===== src/command_frame_checker_unit_defines.svh =====
// Assertion macros shared by the command frame checker RTL.
`ifndef COMMAND_FRAME_CHECKER_UNIT_DEFINES_SVH
`define COMMAND_FRAME_CHECKER_UNIT_DEFINES_SVH

`ifndef SYNTHESIS

// Check a property on every rising clk_i edge outside reset.
`define CFC_ASSERT(lbl, prop, msg) \
  lbl: assert property (@(posedge clk_i) disable iff (!rst_ni) prop) else $error(msg);

// Check that a condition never holds outside reset.
`define CFC_ASSERT_NEVER(lbl, cond, msg) \
  lbl: assert property (@(posedge clk_i) disable iff (!rst_ni) !(cond)) else $error(msg);

`else

`define CFC_ASSERT(lbl, prop, msg)
`define CFC_ASSERT_NEVER(lbl, cond, msg)

`endif

`endif


===== src/cfc_pkg.sv =====
// Types, constants and helper functions of the command frame checker.
package cfc_pkg;

  localparam int NumSoundSlots = 32;
  localparam int SlotIdxW      = (NumSoundSlots > 1) ? $clog2(NumSoundSlots) : 1;
  localparam int NumOpcodes    = 7;
  localparam int StoreDepth    = 6;
  localparam int ByteW         = 8;
  localparam int WordW         = 16;
  localparam int MaskW         = 32;
  localparam int DataW         = 32;
  localparam int AddrW         = 5;

  localparam logic [3:0]       OpNibble     = 4'hF;
  localparam logic [ByteW-1:0] OpBase       = 8'hF0;
  localparam logic [ByteW-1:0] EraseAllCode = 8'hAA;
  localparam logic [MaskW-1:0] SlotMask     = MaskW'((64'd1 << NumSoundSlots) - 64'd1);

  typedef enum logic [2:0] {
    KindStart     = 3'd0,
    KindStop      = 3'd1,
    KindDelete    = 3'd2,
    KindAmpBoth   = 3'd3,
    KindFrequency = 3'd4,
    KindAmpLeft   = 3'd5,
    KindAmpRight  = 3'd6,
    KindIdle      = 3'd7
  } cmd_kind_e;

  typedef enum logic [1:0] {
    StatusOk            = 2'd0,
    StatusError         = 2'd1,
    StatusNothingErased = 2'd2
  } status_e;

  typedef enum logic [2:0] {
    RegOpStart     = 3'd0,
    RegOpStop      = 3'd1,
    RegOpDelete    = 3'd2,
    RegOpAmpBoth   = 3'd3,
    RegOpFrequency = 3'd4,
    RegOpAmpLeft   = 3'd5,
    RegOpAmpRight  = 3'd6,
    RegPresentMask = 3'd7
  } reg_idx_e;

  typedef logic [NumOpcodes-1:0][ByteW-1:0] op_regs_t;

  typedef struct packed {
    cmd_kind_e        cmd_kind;
    status_e          status;
    logic [WordW-1:0] sound_index;
    logic [WordW-1:0] left_atten;
    logic [WordW-1:0] right_atten;
    logic [MaskW-1:0] erase_mask;
    logic             reset_request;
  } result_t;

  // Bytes in a frame after the opcode, check byte included.
  function automatic logic [2:0] frame_len(cmd_kind_e kind);
    logic [2:0] len;
    case (kind)
      KindStart:     len = 3'd7;
      KindStop:      len = 3'd1;
      KindDelete:    len = 3'd2;
      KindAmpBoth:   len = 3'd5;
      KindFrequency: len = 3'd3;
      KindAmpLeft:   len = 3'd3;
      KindAmpRight:  len = 3'd3;
      default:       len = 3'd0;
    endcase
    return len;
  endfunction

endpackage


===== src/cfc_frame.sv =====
// Frame tracker: opcode match, payload capture, checksum and field checks.
`include "command_frame_checker_unit_defines.svh"

module cfc_frame import cfc_pkg::*; (
  input  logic                clk_i,
  input  logic                rst_ni,
  input  logic                byte_vld_i,
  input  logic [ByteW-1:0]    bus_byte_i,
  input  op_regs_t            op_regs_i,
  input  logic [MaskW-1:0]    present_mask_i,
  output logic                res_vld_o,
  output result_t             res_o
);

  cmd_kind_e        kind_q, kind_d;
  logic [2:0]       rem_q, rem_d;
  logic [ByteW-1:0] sum_q, sum_d;
  logic [ByteW-1:0] store_q [StoreDepth];

  logic             op_hit;
  cmd_kind_e        op_kind;
  logic             in_frame;
  logic             last_byte;
  logic [2:0]       pos;
  logic             sum_ok;
  logic [WordW-1:0] word0, word2, word4;
  logic [ByteW-1:0] del_idx;
  logic             idx_rejected;
  logic [MaskW-1:0] present_slots;

  // Lowest register index wins on duplicate opcodes.
  always_comb begin
    op_hit  = 1'b0;
    op_kind = KindStart;
    for (int k = NumOpcodes - 1; k >= 0; k--) begin
      if (op_regs_i[k] == bus_byte_i) begin
        op_hit  = 1'b1;
        op_kind = cmd_kind_e'(3'(k));
      end
    end
    if (bus_byte_i[7:4] != OpNibble) begin
      op_hit = 1'b0;
    end
  end

  assign in_frame  = (kind_q != KindIdle);
  assign last_byte = byte_vld_i && in_frame && (rem_q <= 3'd1);
  assign pos       = frame_len(kind_q) - rem_q;
  assign sum_ok    = (bus_byte_i == sum_q);

  assign word0 = {store_q[1], store_q[0]};
  assign word2 = {store_q[3], store_q[2]};
  assign word4 = {store_q[5], store_q[4]};
  assign del_idx = store_q[0];
  assign present_slots = present_mask_i & SlotMask;
  assign idx_rejected = (word0 < WordW'(NumSoundSlots)) &&
                        !present_mask_i[word0[SlotIdxW-1:0]];

  // Next state
  always_comb begin
    kind_d = kind_q;
    rem_d  = rem_q;
    sum_d  = sum_q;
    if (byte_vld_i) begin
      if (!in_frame) begin
        if (op_hit) begin
          kind_d = op_kind;
          rem_d  = frame_len(op_kind);
          sum_d  = bus_byte_i;
        end
      end else if (rem_q > 3'd1) begin
        rem_d = rem_q - 3'd1;
        sum_d = sum_q + bus_byte_i;
      end else begin
        kind_d = KindIdle;
        rem_d  = 3'd0;
      end
    end
  end

  // Outputs
  always_comb begin
    res_o          = '0;
    res_o.cmd_kind = kind_q;
    res_o.status   = StatusOk;
    res_vld_o      = last_byte;
    case (kind_q)
      KindStart, KindFrequency: begin
        if (!sum_ok || idx_rejected) begin
          res_o.status = StatusError;
        end else begin
          res_o.sound_index = word0;
          if (kind_q == KindStart) begin
            res_o.left_atten  = word2;
            res_o.right_atten = word4;
          end
        end
      end
      KindStop: begin
        // Drop a stop whose echo byte does not match.
        res_vld_o = last_byte && sum_ok;
      end
      KindDelete: begin
        if (!sum_ok) begin
          res_o.status = StatusError;
        end else if (del_idx < ByteW'(NumSoundSlots)) begin
          if (present_mask_i[del_idx[SlotIdxW-1:0]]) begin
            res_o.erase_mask    = {{(MaskW-1){1'b0}}, 1'b1} << del_idx[SlotIdxW-1:0];
            res_o.reset_request = 1'b1;
          end else begin
            res_o.status = StatusNothingErased;
          end
        end else if (del_idx == EraseAllCode) begin
          if (present_slots != '0) begin
            res_o.erase_mask    = present_slots;
            res_o.reset_request = 1'b1;
          end else begin
            res_o.status = StatusNothingErased;
          end
        end else begin
          res_o.status = StatusError;
        end
      end
      KindAmpBoth: begin
        if (!sum_ok) begin
          res_o.status = StatusError;
        end else begin
          res_o.left_atten  = word0;
          res_o.right_atten = word2;
        end
      end
      KindAmpLeft: begin
        if (!sum_ok) res_o.status = StatusError;
        else res_o.left_atten = word0;
      end
      KindAmpRight: begin
        if (!sum_ok) res_o.status = StatusError;
        else res_o.right_atten = word0;
      end
      default: begin
        res_vld_o = 1'b0;
      end
    endcase
  end

  always_ff @(posedge clk_i or negedge rst_ni) begin
    if (!rst_ni) begin
      kind_q <= KindIdle;
      rem_q  <= 3'd0;
      sum_q  <= '0;
    end else begin
      kind_q <= kind_d;
      rem_q  <= rem_d;
      sum_q  <= sum_d;
    end
  end

  // Capture payload bytes; the check byte is never stored.
  always_ff @(posedge clk_i) begin
    if (byte_vld_i && in_frame && (rem_q > 3'd1)) begin
      store_q[pos] <= bus_byte_i;
    end
  end

  `CFC_ASSERT(a_frame_has_bytes_left, in_frame |-> (rem_q != 3'd0), "frame without bytes left")
  `CFC_ASSERT(a_result_ends_frame, res_vld_o |=> (kind_q == KindIdle), "frame open after result")
  `CFC_ASSERT(a_reset_req_erases,
    (res_vld_o && res_o.reset_request) |-> (res_o.status == StatusOk && res_o.erase_mask != '0),
    "reset request without erase")

endmodule


===== config.mk =====
export PLATFORM = sky130hd
export DESIGN_NAME = cfc_frame
export DESIGN_NICKNAME = d
export VERILOG_FILES = /design/src/cfc_pkg.sv /design/src/cfc_frame.sv
export VERILOG_INCLUDE_DIRS = /design/src /design/src/src
export SDC_FILE = /design/constraint.sdc
export NUM_CORES = 1
export LEC_CHECK = 0
export ABC_AREA = 1
export BUFFER_PORTS_ARGS = -buffer_cell sky130_fd_sc_hd__buf_2
export CAP_MARGIN = 20
export CORE_MARGIN = 1
export CORE_UTILIZATION = 42
export DETAILED_ROUTE_END_ITERATION = 10
export HOLD_SLACK_MARGIN = 0.1
export PLACE_DENSITY_LB_ADDON = 0.25
export REMOVE_ABC_BUFFERS = 1
export SYNTH_ARGS = -nofsm -noshare
export SYNTH_HDL_FRONTEND = slang
export SYNTH_SLANG_ARGS = --single-unit

===== constraint.sdc =====
create_clock -name clk_i -period 8 [get_ports clk_i]
set_input_delay 0.8 -clock clk_i [delete_from_list [all_inputs] [get_ports clk_i]]
set_output_delay 0.8 -clock clk_i [all_outputs]
set_load 0.005 [all_outputs]

==> flow_summary.json <==
{
  "clockPowerShare": 0.294,
  "p_switching_mw": 0.552,
  "htree_levels": 3,
  "power_mw": 1.45,
  "peakVddDrop_mv": 0.162,
  "postRouteWirelength_mm": 17.7,
  "vias": 6375,
  "gp_congestion": 0.890,
  "post-cts-setup-buffers": 0,
  "ant_nets": 0,
  "port_buffers": 185,
  "synthMuxAreaShare": 0,
  "worstPathMaxFanout": 68,
  "area_growth_pct": 22.9,
  "place_ws_ns": 3.11,
  "fin_cells": 1256,
  "worst_skew_pair.late_latency_ns": 0.32,
  "die_area_um2": 14200,
  "layout-drive-gt1-share": 0.217,
  "cp.required_ns": 7.20,
  "grt_pass1_vias": 5668,
  "fp.dieW_um": 119,
  "critPathLaunchType": "primary input",
  "core_area_um2": 13300,
  "maxSlewHeadroom": 0.304,
  "diodes": 0,
  "clkTransAtPathRegs_ns": 0.06,
  "antenna_found_initial": 0,
  "yosys_register_bits": 62,
  "drc": 0,
  "stdcell_area_um2": 7110,
  "dpl.cell_count": 1240,
  "dp_hpwl_mm": 13.3,
  "grt_usage": 0.248,
  "post_drt_wl_per_cell_um": 14.1,
  "synth_xor_area_frac": 0.0424,
  "tightest_slew_ns": 1.04,
  "setup-tns-final_ns": 0,
  "fin_util": 0.533,
  "hold_violations": 0,
  "status": "completed",
  "maxCapViolations": 0,
  "clock-root-buffer": "clkbuf_16",
  "nets": 1186,
  "grt_max_degree": 69,
  "hold_class": "in2async",
  "firstDrtPassIters": 6,
  "drt_iter0_markers": 521,
  "yosys.area_share.adder": 0.0285,
  "cts_sinks": 62,
  "worst_slack_ns": 3.06,
  "async_flop_share": 0.226,
  "fp-row-count": 42,
  "setup_viol": 0,
  "ctsHoldBuffers": 0,
  "r2r_end": "store_q[5][4]",
  "via_per_inst": 5.08,
  "synth_compound_area_frac": 0.121,
  "cts_buffer_depth": 2,
  "overflow": 0,
  "critPathCaptureType": "output port",
  "io_pins": 186,
  "ff2ff_path_depth": 12,
  "seq_area_frac_synth": 0.310,
  "numCtsBuffers": 9,
  "fmax_mhz": 202,
  "yosysWarnings": 0,
  "grt_pass1_wl_mm": 28.2,
  "cts_tree": "done",
  "swShare": 0.380,
  "p_leak_nw": 3.70,
  "whs_ns": 0.367,
  "start_util": 0.433,
  "synth_top_family_by_area": "simple AND/OR/NAND/NOR gates",
  "rsz0062_at_grt": "no",
  "cts_resized": 0,
  "syn_area_um2": 5790,
  "avgSynthCellArea_um2": 6.33,
  "p_int_mw": 0.900,
  "synth.distinct_cells": 45,
  "drv_slew": 0,
  "synth_edf_count": 48,
  "worstSetupPathType": "in2out",
  "fin_worst_skew_ns": 0.00452,
  "post-route-min-period_ns": 4.94,
  "arrival_ns": 4.14,
  "r2r-start": "kind_q[2]",
  "ff2ff_setup_slack_ns": 4.63,
  "synth_ff_type": "edfxtp_1",
  "fin_crit_sh": 0.618,
  "pwr-share-seq": 0.331,
  "die_y_um": 119,
  "dpl-instance-area_um2": 6780,
  "power.density_nw_per_um2": 204,
  "comb_power_share": 0.375,
  "synth_cells": 914,
  "synthSimpleGateAreaFrac": 0.366
}
-- cell families (layout without fill, tap and decap cells) --
group                      count (synthesis)  count (layout)
and+or+nand+nor                          501             501
DFF                                       62              62
adders and majority gates                 12              12
buffers and inverters                    187             353
xor gates and xnor gates                  28              28
AOI/OAI and AO/OA                        124             124
-- registers in the layout (all words and copies together) (netlist names) --
| name | cells |
|---|---|
| kind_q | 3 |
| rem_q | 3 |
| store_q | 48 |
| sum_q | 8 |
-- power by group through the flow --
stage          clock, mW  sequential (mW)  combinational (mW)
6_report           0.427            0.481               0.544
5_1_grt            0.444            0.487               0.622
4_1_cts            0.430            0.480               0.544
3_5_place_dp           0            0.485               0.541
3_3_place_gp           0            0.485               0.536
2_1_floorplan          0            0.468               0.378
-- area by class of cell --
type / count / area [µm²]
tap: 176 / 220
clock buffer: 9 / 225
fill: 1403 / 6240
timing repair buffer: 189 / 976
clock inverter: 7 / 103
multi-input combinational: 665 / 3230
inverter: 148 / 556
sequential: 62 / 1800
-- synthesized netlist by cell type, types with 2 or more instances --
master,number,area share
nand2_4,2,0.0039
nor4_1,4,0.0043
o211ai_1,4,0.0052
inv_2,5,0.0032
fa_1,2,0.0069
nand2_2,4,0.0043
ha_1,10,0.022
o22ai_1,16,0.017
buf_1,3,0.0019
or2_1,3,0.0032
a31oi_1,4,0.0043
and2_1,2,0.0022
dfrtp_1,11,0.048
buf_2,6,0.0052
nand3_1,76,0.066
or2_2,8,0.0087
nand2_1,244,0.16
nand4_1,7,0.0076
inv_1,140,0.091
nor2b_1,2,0.0022
a22oi_1,3,0.0039
xnor2_1,22,0.033
buf_4,8,0.010
clkbuf_1,19,0.012
edfxtp_1,48,0.25
nor3_1,18,0.016
a21oi_1,31,0.027
nor2_2,3,0.0032
dfstp_2,3,0.014
o21ai_0,54,0.047
xor2_1,6,0.0091
clkinv_1,3,0.0019
nor2_1,123,0.080
nand3_2,2,0.0035
o21ai_1,2,0.0017
o2111ai_1,5,0.0076
buf_6,3,0.0058
-- layer usage --
| layer | global-route usage | part of all wire |
|---|---|---|
| met5 | 0 | 0 |
| met4 | 0.0594 | 0.016 |
| met3 | 0.0297 | 0.058 |
| met2 | 0.421 | 0.48 |
| met1 | 0.337 | 0.45 |
-- how the worst max path moves through the flow --
stage / from / end / slack, ns / cells after the start
6_report: bus_byte_i[3] / res_o[45] / 3.06 / 12
5_1_grt: bus_byte_i[3] / res_o[39] / 2.65 / 12
4_1_cts: bus_byte_i[5] / res_o[47] / 3.12 / 12
3_5_place_dp: bus_byte_i[5] / res_o[47] / 3.11 / 12
3_3_place_gp: bus_byte_i[3] / res_o[33] / 3.14 / 12
2_1_floorplan: store_q[0][6] / res_o[65] / 2.94 / 6
-- worst max-delay path, cell delays in order --
cell and delay, ns:
buf_2 0.33, ha_1 0.36, nor2_1 0.11, nand3_1 0.07, nor4_1 0.27, nand2_1 0.15, inv_2 0.76, nand2_1 0.69
o22ai_1 0.37, inv_1 0.06, nand2_1 0.06, buf_2 0.11
-- layout by cell type (no fill, tap or decap), types with 4 or more instances in the layout --
cell type,instances
inv_1,139
nand3_1,76
nor2_1,123
buf_2,185
ha_1,10
clkbuf_16,9
inv_2,6
nor3_1,17
a31oi_1,4
o21ai_0,54
or2_2,8
nand2_1,244
dfrtp_1,11
inv_6,4
nor4_1,4
edfxtp_1,48
a21oi_1,31
nand2_2,4
o211ai_1,4
o22ai_1,16
o2111ai_1,5
nand4_1,7
xnor2_1,22
xor2_1,6
Power figures use the tool's default switching activity.
